--- src/rtl/core/assert_macros.svh ---
// assertion macros for the segmenter rtl
// used by the top level, expects clk and rst_n in scope
`ifndef ASSERT_MACROS_SVH
`define ASSERT_MACROS_SVH

// checked on every rising edge outside reset
`define UBFS_ASSERT(lbl, prop, msg) \
  lbl: assert property (@(posedge clk) disable iff (!rst_n) (prop)) else $error(msg);

// next-cycle implication, checked outside reset
`define UBFS_ASSERT_NEXT(lbl, ante, cons, msg) \
  lbl: assert property (@(posedge clk) disable iff (!rst_n) (ante) |=> (cons)) else $error(msg);

`endif

--- src/rtl/core/ubfs_pkg.sv ---
// shared types and constants for the usb bulk frame segmenter
// no dependencies
`default_nettype none

package ubfs_pkg;

  localparam int OP_W         = 3;
  localparam int ADDR_W       = 32;
  localparam int LEN_W        = 11;
  localparam int XLEN_W       = 7;
  localparam int PACKET_BYTES = 64;
  localparam int FRAME_MAX    = 1536;

  typedef enum logic [OP_W-1:0] {
    OP_POST_SEND = 3'd0,
    OP_POST_RECV = 3'd1,
    OP_POP_SEND  = 3'd2,
    OP_POP_RECV  = 3'd3,
    OP_TX_SLOT   = 3'd4,
    OP_RX_PACKET = 3'd5,
    OP_BUS_RESET = 3'd6
  } op_t;

  typedef enum logic {
    ST_IDLE = 1'b0,
    ST_EXEC = 1'b1
  } state_t;

  // one frame buffer descriptor: start address, length or capacity, bytes done
  typedef struct packed {
    logic [ADDR_W-1:0] addr;
    logic [LEN_W-1:0]  len;
    logic [LEN_W-1:0]  cur;
  } desc_t;

  typedef struct packed {
    logic load;
    logic exec;
  } ubfs_cmd_t;

endpackage

`default_nettype wire

--- src/rtl/core/ubfs_ram.sv ---
// generic single write port ram with registered read
// no dependencies
`default_nettype none

module ubfs_ram #(
  parameter int WIDTH = 54,
  parameter int DEPTH = 8
) (
  input  wire logic                     clk,
  input  wire logic                     we,
  input  wire logic [$clog2(DEPTH)-1:0] waddr,
  input  wire logic [WIDTH-1:0]         wdata,
  input  wire logic [$clog2(DEPTH)-1:0] raddr,
  output      logic [WIDTH-1:0]         rdata
);

  logic [WIDTH-1:0] mem [DEPTH];

  always_ff @(posedge clk) begin
    if (we) begin
      mem[waddr] <= wdata;
    end
    rdata <= mem[raddr];
  end

endmodule

`default_nettype wire

--- src/rtl/core/ubfs_ctrl.sv ---
// controller fsm: accepts a word, then runs its execute state
// depends on ubfs_pkg
`default_nettype none

module ubfs_ctrl
  import ubfs_pkg::*;
(
  input  wire logic clk,
  input  wire logic rst_n,
  input  wire logic start,
  output      logic busy,
  output      ubfs_cmd_t cmd
);

  state_t state_r, state_nxt;

  always_ff @(posedge clk) begin
    if (!rst_n) begin
      state_r <= ST_IDLE;
    end else begin
      state_r <= state_nxt;
    end
  end

  always_comb begin
    case (state_r)
      ST_IDLE: begin
        state_nxt = start ? ST_EXEC : ST_IDLE;
      end
      ST_EXEC: begin
        state_nxt = ST_IDLE;
      end
      default: begin
        state_nxt = ST_IDLE;
      end
    endcase
  end

  always_comb begin
    busy     = 1'b0;
    cmd.load = 1'b0;
    cmd.exec = 1'b0;
    case (state_r)
      ST_IDLE: begin
        cmd.load = start;
      end
      ST_EXEC: begin
        busy     = 1'b1;
        cmd.exec = 1'b1;
      end
      default: begin
        busy = 1'b0;
      end
    endcase
  end

endmodule

`default_nettype wire

--- src/rtl/core/ubfs_datapath.sv ---
// datapath: ring pointers, descriptor rams, flags and result registers
// depends on ubfs_pkg and ubfs_ram
`default_nettype none

module ubfs_datapath
  import ubfs_pkg::*;
#(
  parameter int RING_DEPTH = 8
) (
  input  wire logic              clk,
  input  wire logic              rst_n,
  input  wire ubfs_cmd_t         cmd,
  input  wire logic [OP_W-1:0]   in_operation,
  input  wire logic [ADDR_W-1:0] in_buf_addr,
  input  wire logic [LEN_W-1:0]  in_buf_length,
  input  wire logic [XLEN_W-1:0] in_packet_length,
  input  wire logic              in_endpoint_busy,
  output      logic              out_valid,
  output      logic              out_accepted,
  output      logic              out_pop_valid,
  output      logic [LEN_W-1:0]  out_popped_length,
  output      logic              out_xfer_valid,
  output      logic [ADDR_W-1:0] out_xfer_addr,
  output      logic [XLEN_W-1:0] out_xfer_length,
  output      logic              out_frame_done,
  output      logic              out_nak_enable
);

  localparam int IDX_W = $clog2(RING_DEPTH);
  localparam int CNT_W = $clog2(RING_DEPTH + 1);
  localparam int SUM_W = CNT_W + 1;

  localparam logic [LEN_W-1:0]  PKT_LEN  = LEN_W'(PACKET_BYTES);
  localparam logic [XLEN_W-1:0] PKT_XLEN = XLEN_W'(PACKET_BYTES);
  localparam logic [LEN_W-1:0]  MAX_LEN  = LEN_W'(FRAME_MAX);
  localparam logic [SUM_W-1:0]  DEPTH_S  = SUM_W'(RING_DEPTH);

  typedef struct packed {
    logic [IDX_W-1:0] oldest;
    logic [CNT_W-1:0] done;
    logic [CNT_W-1:0] active;
  } ptr_t;

  // operands are below twice the depth, so one subtract wraps them
  function automatic logic [IDX_W-1:0] wrap(input logic [SUM_W-1:0] v);
    logic [SUM_W-1:0] w;
    w = (v >= DEPTH_S) ? v - DEPTH_S : v;
    return w[IDX_W-1:0];
  endfunction

  ptr_t s_ptr_r, s_ptr_nxt, r_ptr_r, r_ptr_nxt;
  logic drop_r, drop_nxt, nak_r, nak_nxt;

  op_t               op_r;
  logic [ADDR_W-1:0] baddr_r;
  logic [LEN_W-1:0]  blen_r;
  logic [XLEN_W-1:0] plen_r;
  logic              epb_r;

  logic              valid_r, acc_r, acc_nxt, popv_r, popv_nxt, xv_r, xv_nxt;
  logic              fdone_r, fdone_nxt;
  logic [LEN_W-1:0]  popl_r, popl_nxt;
  logic [ADDR_W-1:0] xaddr_r, xaddr_nxt;
  logic [XLEN_W-1:0] xlen_r, xlen_nxt;

  logic [IDX_W-1:0]  s_head, r_head, s_tail, r_tail, s_raddr, r_raddr;
  logic              s_full, r_full;
  logic              s_we, r_we;
  logic [IDX_W-1:0]  s_waddr, r_waddr;
  desc_t             s_wdata, r_wdata, s_q, r_q;
  logic [$bits(desc_t)-1:0] s_qbits, r_qbits;

  logic [LEN_W-1:0]  len_sat;
  logic [LEN_W-1:0]  s_left, r_left, s_cur_new, r_cur_new;
  logic [XLEN_W-1:0] s_n, r_pk, r_room, r_got;
  logic [ADDR_W-1:0] s_xaddr, r_xaddr;

  assign s_head = wrap(SUM_W'(s_ptr_r.oldest) + SUM_W'(s_ptr_r.done));
  assign r_head = wrap(SUM_W'(r_ptr_r.oldest) + SUM_W'(r_ptr_r.done));
  assign s_tail = wrap(SUM_W'(s_ptr_r.oldest) + SUM_W'(s_ptr_r.done)
                       + SUM_W'(s_ptr_r.active));
  assign r_tail = wrap(SUM_W'(r_ptr_r.oldest) + SUM_W'(r_ptr_r.done)
                       + SUM_W'(r_ptr_r.active));
  assign s_full = (SUM_W'(s_ptr_r.done) + SUM_W'(s_ptr_r.active)) >= DEPTH_S;
  assign r_full = (SUM_W'(r_ptr_r.done) + SUM_W'(r_ptr_r.active)) >= DEPTH_S;

  // pops read the oldest slot, everything else the head active buffer
  assign s_raddr = (in_operation == OP_POP_SEND) ? s_ptr_r.oldest : s_head;
  assign r_raddr = (in_operation == OP_POP_RECV) ? r_ptr_r.oldest : r_head;

  ubfs_ram #(.WIDTH($bits(desc_t)), .DEPTH(RING_DEPTH)) u_send_ram (
    .clk   (clk),
    .we    (s_we),
    .waddr (s_waddr),
    .wdata (s_wdata),
    .raddr (s_raddr),
    .rdata (s_qbits)
  );

  ubfs_ram #(.WIDTH($bits(desc_t)), .DEPTH(RING_DEPTH)) u_recv_ram (
    .clk   (clk),
    .we    (r_we),
    .waddr (r_waddr),
    .wdata (r_wdata),
    .raddr (r_raddr),
    .rdata (r_qbits)
  );

  assign s_q = desc_t'(s_qbits);
  assign r_q = desc_t'(r_qbits);

  assign len_sat = (blen_r > MAX_LEN) ? MAX_LEN : blen_r;

  // send: next piece of the head frame, at most one packet
  assign s_left    = (s_q.len > s_q.cur) ? s_q.len - s_q.cur : '0;
  assign s_n       = (s_left < PKT_LEN) ? s_left[XLEN_W-1:0] : PKT_XLEN;
  assign s_cur_new = s_q.cur + LEN_W'(s_n);
  assign s_xaddr   = s_q.addr + ADDR_W'(s_q.cur);

  // receive: packet clamped to the room left in the head buffer
  assign r_pk      = (plen_r > PKT_XLEN) ? PKT_XLEN : plen_r;
  assign r_left    = (r_q.len > r_q.cur) ? r_q.len - r_q.cur : '0;
  assign r_room    = (r_left < PKT_LEN) ? r_left[XLEN_W-1:0] : PKT_XLEN;
  assign r_got     = (r_pk < r_room) ? r_pk : r_room;
  assign r_cur_new = r_q.cur + LEN_W'(r_got);
  assign r_xaddr   = r_q.addr + ADDR_W'(r_q.cur);

  always_comb begin
    s_ptr_nxt = s_ptr_r;
    r_ptr_nxt = r_ptr_r;
    drop_nxt  = drop_r;
    nak_nxt   = nak_r;
    s_we      = 1'b0;
    r_we      = 1'b0;
    s_waddr   = s_head;
    r_waddr   = r_head;
    s_wdata   = s_q;
    r_wdata   = r_q;
    acc_nxt   = 1'b0;
    popv_nxt  = 1'b0;
    popl_nxt  = '0;
    xv_nxt    = 1'b0;
    xaddr_nxt = '0;
    xlen_nxt  = '0;
    fdone_nxt = 1'b0;
    if (cmd.exec) begin
      case (op_r)
        OP_POST_SEND: begin
          if (!s_full) begin
            s_we             = 1'b1;
            s_waddr          = s_tail;
            s_wdata.addr     = baddr_r;
            s_wdata.len      = len_sat;
            s_wdata.cur      = '0;
            s_ptr_nxt.active = s_ptr_r.active + 1'b1;
            nak_nxt          = 1'b1;
            acc_nxt          = 1'b1;
          end
        end
        OP_POST_RECV: begin
          if (!r_full) begin
            r_we             = 1'b1;
            r_waddr          = r_tail;
            r_wdata.addr     = baddr_r;
            r_wdata.len      = len_sat;
            r_wdata.cur      = '0;
            r_ptr_nxt.active = r_ptr_r.active + 1'b1;
            acc_nxt          = 1'b1;
          end
        end
        OP_POP_SEND: begin
          if (s_ptr_r.done != '0) begin
            popv_nxt         = 1'b1;
            popl_nxt         = s_q.cur;
            s_ptr_nxt.oldest = wrap(SUM_W'(s_ptr_r.oldest) + SUM_W'(1));
            s_ptr_nxt.done   = s_ptr_r.done - 1'b1;
          end
        end
        OP_POP_RECV: begin
          if (r_ptr_r.done != '0) begin
            popv_nxt         = 1'b1;
            popl_nxt         = r_q.cur;
            r_ptr_nxt.oldest = wrap(SUM_W'(r_ptr_r.oldest) + SUM_W'(1));
            r_ptr_nxt.done   = r_ptr_r.done - 1'b1;
          end
        end
        OP_TX_SLOT: begin
          if (s_ptr_r.active == '0) begin
            nak_nxt = 1'b0;
          end else if (!epb_r) begin
            s_we        = 1'b1;
            s_wdata.cur = s_cur_new;
            xv_nxt      = 1'b1;
            xaddr_nxt   = s_xaddr;
            xlen_nxt    = s_n;
            // a short or zero-length packet ends the frame
            if (s_cur_new >= s_q.len && s_n < PKT_XLEN) begin
              s_ptr_nxt.active = s_ptr_r.active - 1'b1;
              s_ptr_nxt.done   = s_ptr_r.done + 1'b1;
              fdone_nxt        = 1'b1;
            end
          end
        end
        OP_RX_PACKET: begin
          if (r_ptr_r.active == '0 || drop_r) begin
            // discard until the next short packet
            drop_nxt = !(r_pk < PKT_XLEN);
          end else begin
            r_we        = 1'b1;
            r_wdata.cur = r_cur_new;
            xv_nxt      = 1'b1;
            xaddr_nxt   = r_xaddr;
            xlen_nxt    = r_got;
            if (r_got < PKT_XLEN) begin
              r_ptr_nxt.active = r_ptr_r.active - 1'b1;
              r_ptr_nxt.done   = r_ptr_r.done + 1'b1;
              fdone_nxt        = 1'b1;
            end
          end
        end
        OP_BUS_RESET: begin
          drop_nxt = 1'b0;
          if (r_ptr_r.active != '0) begin
            r_we        = 1'b1;
            r_wdata.cur = '0;
          end
          if (s_ptr_r.active != '0) begin
            s_we        = 1'b1;
            s_wdata.cur = '0;
          end
          nak_nxt = (s_ptr_r.active != '0);
        end
        default: begin
          drop_nxt = drop_r;
        end
      endcase
    end
  end

  always_ff @(posedge clk) begin
    if (!rst_n) begin
      s_ptr_r <= '0;
      r_ptr_r <= '0;
      drop_r  <= 1'b0;
      nak_r   <= 1'b0;
      valid_r <= 1'b0;
    end else begin
      s_ptr_r <= s_ptr_nxt;
      r_ptr_r <= r_ptr_nxt;
      drop_r  <= drop_nxt;
      nak_r   <= nak_nxt;
      valid_r <= cmd.exec;
    end
  end

  always_ff @(posedge clk) begin
    if (cmd.load) begin
      op_r    <= op_t'(in_operation);
      baddr_r <= in_buf_addr;
      blen_r  <= in_buf_length;
      plen_r  <= in_packet_length;
      epb_r   <= in_endpoint_busy;
    end
    if (cmd.exec) begin
      acc_r   <= acc_nxt;
      popv_r  <= popv_nxt;
      popl_r  <= popl_nxt;
      xv_r    <= xv_nxt;
      xaddr_r <= xaddr_nxt;
      xlen_r  <= xlen_nxt;
      fdone_r <= fdone_nxt;
    end
  end

  assign out_valid         = valid_r;
  assign out_accepted      = acc_r;
  assign out_pop_valid     = popv_r;
  assign out_popped_length = popl_r;
  assign out_xfer_valid    = xv_r;
  assign out_xfer_addr     = xaddr_r;
  assign out_xfer_length   = xlen_r;
  assign out_frame_done    = fdone_r;
  assign out_nak_enable    = nak_r;

endmodule

`default_nettype wire

--- src/rtl/core/usb_bulk_frame_segmenter_top.sv ---
// usb bulk frame segmenter: send and receive descriptor rings with
// 64-byte bulk packet segmentation and zero-length packet handling.
//
// usage:
//   raise start with an operation on the in_ ports; the word is taken at
//   the edge where start is high and busy is low. operations post a send
//   or receive buffer, pop a completed buffer, serve a tx slot, take a
//   received packet, or apply a bus reset.
//   exactly one result per word appears on the out_ ports for one cycle,
//   marked by out_valid. the receiver cannot stall, so nothing waits.
//   the accepting edge loads the word and registers the descriptor ram
//   read; the execute state does the read-modify-write and registers the
//   result. busy is high in that state, so no new word is taken then.
//   out_nak_enable shows the send nak enable at all times.
//   reset (rst_n low, synchronous) empties both rings and clears the
//   dropping and nak flags; descriptor contents are not cleared.
// depends on ubfs_pkg, ubfs_ctrl, ubfs_datapath, assert_macros.svh
`default_nettype none
`include "assert_macros.svh"

module usb_bulk_frame_segmenter_top
  import ubfs_pkg::*;
#(
  parameter int RING_DEPTH = 8
) (
  input  wire logic              clk,
  input  wire logic              rst_n,
  input  wire logic              start,
  output      logic              busy,
  input  wire logic [OP_W-1:0]   in_operation,
  input  wire logic [ADDR_W-1:0] in_buf_addr,
  input  wire logic [LEN_W-1:0]  in_buf_length,
  input  wire logic [XLEN_W-1:0] in_packet_length,
  input  wire logic              in_endpoint_busy,
  output      logic              out_valid,
  output      logic              out_accepted,
  output      logic              out_pop_valid,
  output      logic [LEN_W-1:0]  out_popped_length,
  output      logic              out_xfer_valid,
  output      logic [ADDR_W-1:0] out_xfer_addr,
  output      logic [XLEN_W-1:0] out_xfer_length,
  output      logic              out_frame_done,
  output      logic              out_nak_enable
);

  ubfs_cmd_t cmd;

  ubfs_ctrl u_ctrl (
    .clk   (clk),
    .rst_n (rst_n),
    .start (start),
    .busy  (busy),
    .cmd   (cmd)
  );

  ubfs_datapath #(.RING_DEPTH(RING_DEPTH)) u_dp (
    .clk               (clk),
    .rst_n             (rst_n),
    .cmd               (cmd),
    .in_operation      (in_operation),
    .in_buf_addr       (in_buf_addr),
    .in_buf_length     (in_buf_length),
    .in_packet_length  (in_packet_length),
    .in_endpoint_busy  (in_endpoint_busy),
    .out_valid         (out_valid),
    .out_accepted      (out_accepted),
    .out_pop_valid     (out_pop_valid),
    .out_popped_length (out_popped_length),
    .out_xfer_valid    (out_xfer_valid),
    .out_xfer_addr     (out_xfer_addr),
    .out_xfer_length   (out_xfer_length),
    .out_frame_done    (out_frame_done),
    .out_nak_enable    (out_nak_enable)
  );

  `UBFS_ASSERT_NEXT(a_load_then_exec, cmd.load, cmd.exec && busy, "accepted word not executed")
  `UBFS_ASSERT_NEXT(a_exec_one_cycle, cmd.exec, !busy && out_valid, "execute not followed by result")
  `UBFS_ASSERT_NEXT(a_no_spurious_result, !cmd.exec, !out_valid, "result without execute")
  `UBFS_ASSERT(a_done_has_xfer, !(out_valid && out_frame_done) || out_xfer_valid, "frame done without transfer")

endmodule

`default_nettype wire
--- config.mk ---
export PLATFORM = sky130hd
export DESIGN_NAME = usb_bulk_frame_segmenter_top
export DESIGN_NICKNAME = d
export VERILOG_FILES = /design/src/rtl/core/ubfs_pkg.sv /design/src/rtl/core/ubfs_ram.sv /design/src/rtl/core/ubfs_ctrl.sv /design/src/rtl/core/ubfs_datapath.sv /design/src/rtl/core/usb_bulk_frame_segmenter_top.sv
export VERILOG_INCLUDE_DIRS = /design/src /design/src/rtl/core
export SDC_FILE = /design/constraint.sdc
export NUM_CORES = 1
export LEC_CHECK = 0
export ABC_CLOCK_PERIOD_IN_PS = 17500
export BUFFER_PORTS_ARGS = -buffer_cell sky130_fd_sc_hd__buf_4
export CORE_UTILIZATION = 35
export CTS_BUF_LIST = sky130_fd_sc_hd__clkbuf_8
export CTS_CLUSTER_SIZE = 20
export DETAILED_ROUTE_END_ITERATION = 8
export HOLD_SLACK_MARGIN = 0.03
export PLACE_DENSITY_LB_ADDON = 0.15
export SLEW_MARGIN = 5
export SYNTH_ARGS = -nofsm -noshare
export SYNTH_HDL_FRONTEND = slang
export SYNTH_SLANG_ARGS = --single-unit
--- constraint.sdc ---
create_clock -name clk -period 17.5 [get_ports clk]
set_input_delay 1.75 -clock clk [delete_from_list [all_inputs] [get_ports clk]]
set_output_delay 1.75 -clock clk [all_outputs]
set_load 0.02 [all_outputs]
# == Word-level counts from Yosys, hierarchy flattened ==
# Memory sizes are Yosys's and may differ from the RTL's. A register that Yosys moved wholly into a read port is not among the register bits.
# Index checks and enable logic that the tools add are counted.
# word_totals
register_bits,134
ramBits,864
inputBits,57
output_inout_bits,57
elab_cells,208
mem_count,2
# classes
n_addsub,28
magnitude_cmp,19
eq_ne,19
n_mux,93
bitwise,1
reduce_logical,24
# memory_table
name,words,width,rd,rd_ports_with_merged_regs,wr,line_no,source
u_dp.u_recv_ram.mem,8,54,1,1,1,ubfs_ram.sv:17,logic [WIDTH-1:0] mem [DEPTH];
u_dp.u_send_ram.mem,8,54,1,1,1,ubfs_ram.sv:17,
# ops
op,n
2-to-1 mux 54 bit,4
2-to-1 mux 11 bit,10
2-to-1 mux 32 bit,3
2-to-1 mux 43 bit,2
one-hot mux 11 bit (3 select lines),2
adder 32 x 11 -> 32 bit,2
one-hot mux 32 bit (2 select lines),1
2-to-1 mux 7 bit,7
2-to-1 mux 3 bit,14
2-to-1 mux 8 bit,5
one-hot mux 4 bit (2 select lines),4
greater-or-equal comparator 5 x 4 -> 1 bit (second input constant),6
2-to-1 mux 1 bit,26
adder 11 x 7 -> 11 bit,2
greater-than comparator 11 bit,2
< comparator 11 x 7 -> 1 bit (second input constant),2
one-hot mux 11 bit (2 select lines),1
subtractor 11 bit,2
< comparator 7 bit (second input constant),3
subtractor 3 x 1 -> 3 bit (second input constant),6
adder 4 x 1 -> 4 bit (second input constant),4
2-to-1 mux 4 bit,4
nonzero test 4 bit,4
subtractor 4 x 1 -> 4 bit (second input constant),4
29 further kinds,64

# == Longest topological paths before layout ==
# Gate-level depths: netlist of run 1.
# depth
depth_word,11
depth_mapped,29
ltp_nobuf,28

# == Hierarchy ==
# From an unflattened synthesis of run 1, not the netlist that was laid out.
# hier_totals
cells_unflattened,2568
area_unflattened_um2,45837.7
# by_module_without_submodules
module,n_inst,cells_per_inst,area_each_um2,seq_area_each_um2
ubfs_ram,2,691,17326.6,14053.5
ubfs_datapath,1,1181,11134.4,3743.6
ubfs_ctrl,1,5,50.0,20.0

# == Worst setup path before layout of run 1 ==
# Ideal clock, no wire load.
# synth_path
path_kind,register to register
start,register u_ctrl.state_r
end,memory u_dp.u_recv_ram.mem[0][0] (enable)
setup_time_ns,0.532
arrival_time_ns,6.644
t_required_ns,16.968
slack_ns,10.323
stages_incl_launch_ff,7
n_path_buf,2
synth_period_minus_slack_ns,7.177
cell_sequence,dfxtp_1 clkbuf_1 nand2_1 or3_1 buf_2 mux2_2 nor3_1
# synth_via
elab_chain_len,4
word_cells_on_any_way,5
cone_classes,mux: 5
# synth_rtl
item,line_no,source
"start, declared",ubfs_ctrl.sv:15,"state_t state_r, state_nxt;"
"start signal, assigned",ubfs_ctrl.sv:21,state_r <= state_nxt;
2-to-1 mux 1 bit *,ubfs_ctrl.sv:43,case (state_r)
2-to-1 mux 1 bit,ubfs_datapath.sv:146,if (cmd.exec) begin
2-to-1 mux 1 bit,ubfs_ram.sv:20,if (we) begin
2-to-1 mux 1 bit (not written as such),ubfs_ram.sv:21,mem[waddr] <= wdata;
"end, declared",ubfs_ram.sv:17,
# Mark *: on every way between the ends. The rest lies on a longest branch, timed or not.

==> results, run 1 <==
- Dividing the synthesized area by the synthesized cell count gives 17.3 um2.
- The quantity of I/O buffers inserted on ports is 113.
- The post-detailed-route count of antenna-violating nets is 0.
- In this run the vertical extent of the chip is approximately 370 um.
- At the end of the flow, the number of nets in the layout was 3095.
- The worst setup path category is reg -> reg.
- Setup repair after global routing left no endpoint under its margin.
- The area growth from synthesis to layout is 14.9%.
- The final-report setup violation count is 0.
- The total number of H-tree levels is 4.
- The total area inside the core boundary comes to around 130000 um2.
- The number of vias per cell is roughly 5.2.
- In this run the horizontal extent of the chip is ~370 um.
- The hold violation total from the final report is 0.
- The row count is ~130.
- The netlist area before placement is 46300 um2.
- The CTS clock-pin slew for the worst setup and hold paths is 0.06 ns.
- The synthesis warning total is 0.
- The endpoint arrival time on the critical path is between 8 and 9 ns.
- The starting density of the core is 35.2%.
- The congestion estimate from routability-driven global placement came to a little over 0.8.
- The post-synthesis cell type count is 77.
- The share of cells above drive strength 1 is roughly a quarter.
- The worst setup path is captured at a register.
- The max-slew violation total from the final report is 0.
- The maximum clock insertion buffer count is 3.
- The first TritonRoute pass finished after 5 iterations.
- The number of instances resized during post-cts repair is 0.
- Counting every instance in the synthesized netlist gives between 2000 and 3000.
- The tool flagged a number of max-cap violations equal to 0.
- The path class of the tightest hold or removal check is reg -> reg.
- The total routing usage reported by global routing is around a fifth.
- The setup skew after layout is roughly 0.032 ns.
- The most common cell in the synthesized netlist is edfxtp_1.
- The number of DRC markers in iteration 0 is 1966.
- The die covers around 130000 um2.
- The number of buffers added by the clock tree synthesis step is about 180.
- The aggregate routed wire length is 127000 um.
- The number of global-route vias before repair was 26284.
- Ranked by total cell area, the synthesized netlist is headed by edfxtp_1 63%, mux4_2 11%, dfxtp_1 5.8%.
- The DRC violation count after routing is 0.
- The number of nets handed over by synthesis was 2845.
- The maximum number of pins on one net before global-route repair is just under 70.
- The final critical delay including setup and external delays is approximately 8.1 ns.
- In this run, post-CTS hold repair placed 0 buffers.
- The buffer count from post-CTS setup fixing is 0.
- At the pin with the least slew margin, the transition time is roughly 1.1 ns.
- The total congestion overflow after global routing is 0.
- The number of enable-type register cells in the synthesized netlist is about 1000.
- The maximum clock rate is roughly 120 MHz.
- The fraction of synthesis flops using an asynchronous set or reset pin is 0%.
- The commonest cells after synthesis are 972 x edfxtp_1, 216 x mux4_2, 159 x nand2_1.
- Dividing the detail-routed wire length by the instance count gives approximately 26 um.
- 114 I/O pins were placed.
- For this run, the share of the core covered by cells in the final layout is between 40% and 50%.
- The cell sitting at the root of the clock tree is a clkbuf_8.
- The final total negative setup slack is 0 ns.
- The via count is approximately 25000.
- The element type at the critical path start is a register.
- The power density over the cells is about 100 nW/um2.
- Clock latency on the worst-skew pair, taken at its later pin, is between 0.8 and 0.9 ns.
- The leakage component of the power is between 15 and 20 nW.
- The top flip-flop cell by instance count after synthesis is edfxtp_1.
- The final HPWL from detailed placement is 79500 um.
- The TritonCTS sink count is 1106.
- The first global-routing pass estimated roughly 180000 um of wire.
- The part of the Yosys area used for sequential elements is 68.9%.
- The synthesized design spends more area on one cell type than any other, namely edfxtp_1.
- At the worst endpoint, the required time is between 15 and 20 ns.
- Summed over its instances, the top area cell type makes up 63.1% of the synthesized netlist area.
- The final period utilization is between 40% and 50%.
- TritonCTS built the clock tree.
- The maximum fanout along the worst path is 15.
- The flow ran to the end, and the final reports show no timing, DRC or antenna violations.
- The initial antenna violation count is 11.
- The headroom to the max-slew limit is 25.2%.
- IR analysis of the VDD net gives a maximum drop of between 70 and 80 uV.
- The synthesized design contains between 1000 and 1500 register bits.
## layout make-up
class | instances | area [um2]
antenna | 3 | 7.51
clock buffer | 210 | 2890
clock inverter | 130 | 774
fill | 11828 | 78100
inverter | 86 | 323
multi-input combinational | 1383 | 13900
sequential | 1106 | 31900
tap | 1755 | 2200
timing repair buffer | 165 | 1240
## registers in the layout (all words and copies together), names as in the netlist
register                cells
u_dp.op_r                   3
u_ctrl.state_r              1
u_dp.baddr_r               32
u_dp.u_send_ram.mem       432
u_dp.drop_r                 1
u_dp.out_xfer_valid         1
u_dp.blen_r                11
u_dp.r_ptr_r               11
u_dp.out_frame_done         1
u_dp.out_popped_length     11
u_dp.out_accepted           1
u_dp.out_valid              1
u_dp.plen_r                 7
u_dp.epb_r                  1
u_dp.out_nak_enable         1
u_dp.out_pop_valid          1
u_dp.out_xfer_length        7
u_dp.u_recv_ram.mem       432
u_dp.s_ptr_r               11
u_dp.u_recv_ram.rdata      54
u_dp.u_send_ram.rdata      54
u_dp.out_xfer_addr         32
## power by group
part           switching, mW  internal, mW  leakage [nW]  total, mW
Sequential            0.0260          2.87          9.93       2.90
Combinational         0.0949        0.0512          6.48      0.146
Clock                   1.04          1.21          2.10       2.25
## cell usage in the layout (no fill, tap or decap), drive strengths merged, types with 23 or more instances in the layout
cell    netlist  routed
a21o         35      35
a21oi        57      57
buf          30     165
clkbuf       70     210
clkinv        0      56
dfxtp       134     134
edfxtp      972     972
ha           97      97
inv          86     146
mux2        159     159
mux4        216     216
nand2       160     160
nand3        29      29
nand4        23      23
nor2         87      87
nor3         47      47
o21ai        82      82
xnor2        56      56
xor2         35      35
## layer usage
layer  wire length (um)  share of wire [%]  track usage, %  vias to the layer above
met5                  0                  0               0                        -
met4               2540                2.0            5.51                        0
li1                   -                  -               -                    11177
met3               6290                4.9            3.33                      163
met2              59900                 47            30.5                      743
met1              58600                 46            27.2                    13258
## stage by stage
step | power (mW) | instances | hold slack [ns] | worst slack, ns | instance area (um2)
final | 5.30 | 4838 | 0.503 | 9.35 | 53200
after global routing | 5.49 | 4836 | 0.522 | 8.91 | 53200
after global placement | 3.10 | 4495 | 0.490 | 9.77 | 49500
after CTS | 5.37 | 4835 | 0.505 | 9.51 | 53200
after floorplan | 3.02 | 2675 | 0.460 | 10.32 | 46300
after detailed placement | 3.10 | 4495 | 0.495 | 9.62 | 49500
## worst max-delay path, stage by stage, from the launching register on
cell	delay, ns
dfxtp_1	0.42
inv_1	0.19
fa_1	0.52
a211o_1	0.33
a21o_1	0.19
and3_1	0.17
or4b_4	0.57
nor4_4	0.66
nand2_1	0.12
ha_1	0.34
a21o_1	0.12
a21oi_1	0.09
o221a_2	0.35
a21oi_1	0.86
nor2_1	0.16
a31o_1	0.24
ha_1	0.30
a21o_1	0.19
a21oi_1	0.20
nand2b_1	0.15
a21boi_0	0.12
o41a_1	0.42
a31oi_1	0.22
nor3_1	0.07
o32ai_1	0.79
## cells by family after synthesis
family                     share of synthesized area, %
and+or+nand+nor                                    4.79
DFF                                                68.9
buffers and inverters                              1.55
adders and majority gates                          3.32
xor gates and xnor gates                           1.72
muxes                                              14.9
AOI/OAI and AO/OA                                  4.86
## worst paths after layout
kind | start | slack, ns | to | depth (start not counted)
worst min register to register | u_dp.s_ptr_r[3] | 0.50 | u_dp.s_ptr_r[3] | 2
worst max-delay path | u_dp.u_recv_ram.rdata[1] | 9.35 | u_dp.u_recv_ram.mem[7][9] | 24
worst max register to register | u_dp.u_recv_ram.rdata[1] | 9.35 | u_dp.u_recv_ram.mem[7][9] | 24
worst min-delay path | u_dp.s_ptr_r[3] | 0.50 | u_dp.s_ptr_r[3] | 2
Power figures use the tool's default switching activity.
==> inputs of run 2 (changes only) <==
ABC_CLOCK_PERIOD_IN_PS = 7900   (was 17500)
clock period = 7.9 ns   (was 17.5 ns; I/O delays follow)
==> run 2 against run 1 <==
Die area stayed put. Hold slack got worse by 0.36 ns. Fmax is 14% higher. Clock power is 120% higher. Utilization increased by 0.38 points. Largest cell class unchanged. Global-route usage up 0.071 points. Critical endpoint is now u_dp.u_recv_ram.mem[3][9]. Worst setup slack worse by 8.6 ns.
==> results, run 2 (synthesized netlist as in run 1, its figures left out) <==
- The run finished with clean final reports.
- The setup skew after layout is 0.0399 ns (+0.00767 ns).
- The category of the worst setup path capture point is a register.
- The quantity of I/O buffers inserted on ports is 113 (unchanged).
- The final worst hold slack is 0.148 ns (-0.355 ns).
- The aggregate routed wire length is 128000 um (+0.20%).
- The number of buffers added by the clock tree synthesis step came to 180 (-1.6%).
- The area of all placed cells without fillers is 53700 um2 (+0.93%).
- The CTS clock-pin slew for the worst setup and hold paths came to 0.07 ns (about the same).
- Leaving out fill and tap cells, the most frequent cells in the layout are 972 x edfxtp_1, 216 x mux4_2, 205 x clkbuf_8.
- Setup repair after global routing left no endpoint under its margin.
- The total congestion overflow after global routing is 0 (unchanged).
- The hold violation total from the final report came to 0 (unchanged).
- The vertical extent of the die came to 366 um (unchanged).
- The required time reported for the critical path endpoint is 8.44 ns (-9.58 ns).
- The global placement routability congestion is 0.891 (+9.0%).
- The cell at the root of the clock tree is clkbuf_8.
- The power density over the cells is 217 nW/um2 (+120%).
- The final-report setup violation count was 0 (unchanged).
- The type of the tightest min-delay check is in -> reg.
- The fraction of the core area covered by cells at the end of the flow came to 40.9% (+0.38 points).
- The maximum number of pins on one net before global-route repair came to 109 (+58%).
- The routed length per instance is 26.1 um (-0.84%).
- The number of instances resized during post-cts repair is 0 (unchanged).
- TritonCTS built the clock tree.
- Relative to the synthesized area, the layout overhead comes to 16.0%.
- The starting density of the core came to 35.2% (unchanged).
- The total routing usage reported by global routing is 19.3% (+0.071 points).
- The maximum clock insertion buffer count was 3 (unchanged).
- The post-place instance area came to 49600 um2 (+0.17%).
- The final period utilization came to 90.8% (+44 points).
- The final critical delay including setup and external delays is 7.18 ns (-0.973 ns).
- The number of max-capacitance violations reported was 0 (unchanged).
- The clock insertion delay at the later pin of the skew report came to 0.90 ns (+0.03 ns).
- The first-pass iteration count of the detailed router is 5 (unchanged).
- The endpoint arrival time on the critical path is 7.72 ns (-0.95 ns).
- The maximum clock rate is 139 MHz (+14%).
- The number of DRC markers in iteration 0 is 1959 (-0.36%).
- The die boundary width is 366 um (unchanged).
- The kind of cell with the highest combined delay along the critical path is compound AO/OA/AOI/OAI gates.
- Leaving out fill and tap cells, the most frequent cell in the layout is edfxtp_1.
- The number of vias per cell is 5.23 (about the same).
- The buffers plus inverters on the worst setup path is 2 (+1).
- The total die area was 134000 um2 (unchanged).
- The post-detailed-route count of antenna-violating nets is 0 (unchanged).
- The maximum vdd drop is 172 uV (+140%).
- The I/O pin count came to 114 (unchanged).
- The first-pass GRT wire length is 185000 um (+0.74%).
- The final HPWL from detailed placement is 80000 um (+0.70%).
- The largest registers in the layout are u_dp.u_recv_ram.mem: 432 flops, u_dp.u_send_ram.mem: 432 flops.
- The total number of H-tree levels came to 4 (unchanged).
- The TritonCTS sink count is 1106 (unchanged).
- For this design, the slowest cell found on the critical path is o32ai_1.
- The DRC violation count after routing is 0 (unchanged).
- The worst setup path is launched from a register.
- The max-slew violation total from the final report is 0 (unchanged).
- The leakage component of the power was 18.7 nW (+1.2%).
- The final net count is 3145 (+1.6%).
- The pin slew with the least headroom to its limit is 1.16 ns (+0.0406 ns).
- The initial antenna violation count is 15 (+4).
- The row count was 133 (unchanged).
- The maximum fanout along the worst path is 15 (unchanged).
- The number of global-route vias before repair was 26678 (+1.5%).
- The headroom to the max-slew limit was 22.4% (-2.7 points).
- The overall power is 11.6 mW (+120%).
- The largest incremental delay on the critical path is 0.79 ns (-0.07 ns).
- The final total negative setup slack is 0 ns (unchanged).
- The worst setup path is of the reg -> reg kind.
- The share of cells above drive strength 1 came to 25.5% (-0.92 points).
- The via count is 25583 (+0.95%).
- The placeable core region came to 131000 um2 (unchanged).
[run 2: repair_timing]
| item | CTS | global route |
|---|---|---|
| hold buffers | 52 | 0 |
| endpoints found under the hold margin | 52 | 0 |
| buffers inserted | 0 | 0 |
[run 2: where the power goes]
group	leakage [nW]	total, mW	switching (mW)	internal, mW
Combinational	6.73	0.342	0.210	0.131
Clock	2.07	4.88	2.33	2.55
Sequential	9.93	6.42	0.0582	6.37
Total	18.7	11.6	2.60	9.04
[run 2: final timing paths]
check / startpoint / endpoint / slack, ns / depth (start not counted)
setup reg to reg: u_dp.u_recv_ram.rdata[1] / u_dp.u_recv_ram.mem[3][9] / 0.72 / 25
hold reg to reg: u_dp.out_nak_enable / u_dp.out_nak_enable / 0.51 / 2
setup / recovery: u_dp.u_recv_ram.rdata[1] / u_dp.u_recv_ram.mem[3][9] / 0.72 / 25
hold / removal: in_buf_addr[8] / u_dp.baddr_r[8] / 0.15 / 1
[run 2: final cells by class]
| class | count | area, um2 |
|---|---|---|
| fillers | 11817 | 77600 |
| flip-flops and latches | 1106 | 31900 |
| multi-input cells | 1383 | 13900 |
| clock buffers | 205 | 2820 |
| well taps | 1755 | 2200 |
| repair buffers | 218 | 1840 |
| clock inverters | 134 | 737 |
| inverters | 86 | 323 |
| diodes | 2 | 5.00 |
[run 2: metal layers]
metal,wire (um),global-route usage [%],vias to the layer above,share of wire (%)
met5,48,0,-,0.038
met4,3260,6.51,8,2.6
met3,6110,3.16,213,4.8
met2,60100,30.6,716,47
met1,58000,27.0,13385,46
li1,-,-,11261,-
[run 2: per-stage QoR]
step / worst slack, ns / instances
2_1_floorplan: 0.723 / 2675
3_3_place_gp: 1.01 / 4496
3_5_place_dp: 0.955 / 4496
4_1_cts: 0.893 / 4887
5_1_grt: 0.386 / 4888
6_report: 0.724 / 4889
==> inputs of run 3 (changes only) <==
ABC_AREA = 1   (was not set)
==> run 3 against run 2 <==
Routed wire length up 6.7%. Via count up 25%. Synthesized area rose by 1.6%. Critical path depth is 6 higher. Flip-flop and latch count did not move. Utilization down 0.35 points. Hold slack improved by 0.012 ns. Critical endpoint is now u_dp.u_recv_ram.mem[5][6]. Largest cell class unchanged. Largest power group unchanged.
==> results, run 3 <==
- The flow ran to the end, and the final reports show no timing, DRC or antenna violations.
- Ranked by total cell area, the synthesized netlist is headed by edfxtp_1 62%, nor2_1 7.1%, o21ai_0 5.9%.
- The total routing usage reported by global routing is 19.9% (+0.57 points).
- The type of the tightest min-delay check is in -> reg.
- The top flip-flop cell by instance count after synthesis is edfxtp_1.
- The depth of the worst register-to-register path was 31 (+24%).
- The maximum vdd drop was 126 uV (-27%).
- The maximum clock rate is 161 MHz (+15%).
- The first-pass iteration count of the detailed router is 7 (+2).
- The area share of the leading cell type in the synthesized netlist is 62.1% (-1.0 points).
- The share of power burned in registers came to 53.4% (-1.8 points).
- After synthesis, the most frequently instantiated cells are 972 x edfxtp_1, 892 x nor2_1, 557 x o21ai_0.
- The maximum fanout along the worst path came to 11 (-4).
- The share of total power in the clock network is 39.6% (-2.3 points).
- The end of the worst register-to-register path is u_dp.u_recv_ram.mem[5][6].
- The post-synthesis net count is 4356 (+53%).
- The worst setup timing slack at the placement stage came to 1.80 ns (+0.845 ns).
- Setup repair after global routing left no endpoint under its margin.
- The clock insertion delay at the later pin of the skew report came to 0.91 ns (about the same).
- The maximum clock insertion buffer count came to 3 (unchanged).
- The minimum setup slack among reg-to-reg paths is 1.69 ns (+0.96 ns).
- The worst setup path is launched from a register.
- The number of instances resized during post-cts repair is 0 (unchanged).
- The category of the worst setup path capture point is a register.
- Among the stages of the critical path, the cell type that occurs most often is nand2_1.
- The termination of the worst setup path is u_dp.u_recv_ram.mem[5][6].
- The number of standard cells in the final layout excluding fillers is 6325 (+29%).
- The via count is 31879 (+25%).
- The die boundary width is 368 um (+0.81%).
- The part of the Yosys area used for sequential elements is 67.8% (-1.1 points).
- The max-slew violation total from the final report came to 0 (unchanged).
- In the layout the commonest cells are 972 x edfxtp_1, 874 x nor2_1, 557 x o21ai_0.
- The total die area was 136000 um2 (+1.6%).
- The starting density of the core is 35.3% (+0.038 points).
- The post-detailed-route count of antenna-violating nets was 0 (unchanged).
- The worst-case setup margin in the final layout is 1.69 ns (+0.962 ns).
- The net switching component of the power was 3.05 mW (+18%).
- The number of cells produced by synthesis is 4186 (+56%).
- The share of cells above drive strength 1 is 10.8% (-15 points).
- The TritonCTS sink count is 1106 (unchanged).
- The row count is 134 (+0.75%).
- The power density over the cells is 227 nW/um2 (+4.6%).
- The final HPWL from detailed placement is 82600 um (+3.2%).
- The initial antenna violation count is 9 (-6).
- The post-synthesis cell type count came to 61 (-21%).
- The final period utilization is 78.7% (-12 points).
- The count of placed standard cells including taps is 5930 (+32%).
- The vertical extent of the die came to 368 um (+0.81%).
- The final net count is 4572 (+45%).
- The overall power is 12.3 mW (+5.3%).
- The first-pass GRT wire length came to 201000 um (+8.3%).
- The number of vias per cell is 5.04 (-3.7%).
- The largest incremental delay on the critical path was 1.04 ns (+0.25 ns).
- The most frequent standard cell in the layout excluding fill and tap cells is edfxtp_1.
- The total congestion overflow after global routing is 0 (unchanged).
- The global placement routability congestion is 0.876 (-1.7%).
- The timing startpoint of the critical path is u_dp.u_recv_ram.rdata[8].
- The DRC violation count after routing is 0 (unchanged).
- The maximum number of pins on one net before global-route repair is 170 (+56%).
- The total number of H-tree levels is 4 (unchanged).
- The number of max-capacitance violations reported is 0 (unchanged).
- The startpoint of the most critical register-to-register path is u_dp.u_recv_ram.rdata[8].
- The netlist area before placement was 47000 um2 (+1.6%).
- TritonCTS built the clock tree.
- The pin slew with the least headroom to its limit came to 1.25 ns (+0.0940 ns).
- The final total negative setup slack is 0 ns (unchanged).
- The hold violation total from the final report was 0 (unchanged).
- The I/O pin count came to 114 (unchanged).
- In the final layout, the registers with the most flip-flops are u_dp.u_recv_ram.mem: 432 flops, u_dp.u_send_ram.mem: 432 flops.
- The CTS clock-pin slew for the worst setup and hold paths is 0.06 ns (about the same).
- The leakage component of the power is 19.6 nW (+4.7%).
- The top cell type by total area after synthesis is edfxtp_1.
- The number of DRC markers in iteration 0 came to 2551 (+30%).
- The post-place instance area is 49900 um2 (+0.73%).
- The endpoint arrival time on the critical path was 6.74 ns (-0.98 ns).
- The number of enable-type register cells in the synthesized netlist was 972 (unchanged).
- The setup skew after layout is 0.0631 ns (+0.0232 ns).
- The most common cell in the synthesized netlist is edfxtp_1.
- The required time reported for the critical path endpoint is 8.42 ns (-0.02 ns).
- The number of global-route vias before repair is 30563 (+15%).
- The routed length per instance came to 21.5 um (-18%).
- The placeable core region came to 133000 um2 (+1.5%).
- The cell sitting at the root of the clock tree is a clkbuf_8.
- The headroom to the max-slew limit was 16.1% (-6.3 points).
- The number of buffers added by the clock tree synthesis step is 185 (+2.8%).
- The number of storage elements in the synthesis netlist is 1106 (unchanged).
- For this design, the slowest cell found on the critical path is o32ai_1.
- The aggregate routed wire length is 136000 um (+6.7%).
- The final-report setup violation count is 0 (unchanged).
- The internal cell power is 9.21 mW (+1.8%).
- The hold path startpoint is in_buf_addr[1].
- The fraction of the core area covered by cells at the end of the flow is 40.5% (-0.35 points).
- The fraction of synthesis flops using an asynchronous set or reset pin came to 0% (unchanged).
- From synthesis to final layout, the design area changed by 14.9%.
- The buffer count from post-CTS setup fixing was 0 (unchanged).
- The share of total power consumed by net switching came to 24.9% (+2.6 points).
- The final critical delay including setup and external delays came to 6.21 ns (-0.962 ns).
- The setup path with the least slack is of type reg -> reg.
- The final worst hold slack is 0.160 ns (+0.0122 ns).
- The area of all placed cells without fillers is 54000 um2 (+0.64%).
- The average size of a mapped cell is 11.2 um2 (-35%).
- The quantity of I/O buffers inserted on ports is 113 (unchanged).
- The synthesis warning total came to 0 (unchanged).
- The power share of the combinational group is 7.0% (+4.1 points).
==> run 3: cell types whose count changed in the layout (fill, tap and decap cells not counted), sizes merged, moves of 33 or more <==
cell   delta
nor2    +815
o21ai   +509
nand2   +280
mux4    -216
inv     +170
mux2    -159
o22ai   +127
a31oi   +106
xnor2    -39
nand3    +38
a21oi    +35
a21o     -33
==> run 3: power by group through the flow <==
stage / combinational (mW) / clock (mW) / sequential [mW]
final: 0.855 / 4.85 / 6.55
after floorplan: 0.530 / 0 / 6.64
after global placement: 0.834 / 0 / 6.67
after detailed placement: 0.830 / 0 / 6.67
after CTS: 0.858 / 5.01 / 6.55
after global routing: 0.953 / 5.25 / 6.55
==> run 3: repair_timing <==
action / 4_1_cts / 5_1_grt
hold buffers: 53 / 0
endpoints found under the setup margin: 0 / 0
hold endpoints to repair: 53 / 0
==> run 3: layout make-up <==
type,count,area (um2)
Sequential cell,1106,31900
Multi-Input combinational cell,2622,13500
Clock buffer,202,2780
Fill cell,12922,79300
Antenna cell,3,7.51
Timing Repair Buffer,224,1840
Tap cell,1768,2210
Inverter,263,1000
Clock inverter,137,749
==> run 3: logic make-up (layout without fill, tap and decap cells) <==
logic type | after synthesis | in the layout | synth area share, %
DFF | 1106 | 1106 | 67.8
and+or+nand+nor | 1476 | 1476 | 12.6
AOI/OAI and AO/OA | 985 | 985 | 11.7
buffers and inverters | 458 | 826 | 3.79
other | 0 | 3 | 0
xor gates and xnor gates | 48 | 48 | 0.894
adders and majority gates | 113 | 113 | 3.26
==> run 3: critical path, delay by kind of cell (launching register included) <==
kind / cells / cell delay (ns)
compound gates: 6 / 1.95
fa+ha+maj: 3 / 1.17
flops: 1 / 0.39
buf+inv: 6 / 0.65
simple gates: 16 / 1.65
==> run 3: how the worst min path moves through the flow <==
| stage | to | slack, ns | cells after the start |
|---|---|---|---|
| 6_report | u_dp.baddr_r[1] | 0.16 | 1 |
| 5_1_grt | u_dp.baddr_r[1] | 0.08 | 1 |
| 4_1_cts | u_dp.baddr_r[1] | 0.04 | 1 |
| 3_5_place_dp | u_dp.out_nak_enable | 0.49 | 2 |
| 3_3_place_gp | u_dp.r_ptr_r[10] | 0.49 | 1 |
| 2_1_floorplan | u_dp.r_ptr_r[10] | 0.45 | 1 |
==> run 3: metal layers <==
metal  GRT usage (%)  share of wire, %
met1            28.1                47
met4            6.26               2.4
met2            30.2                44
met3            4.65               6.4
met5               0             0.030
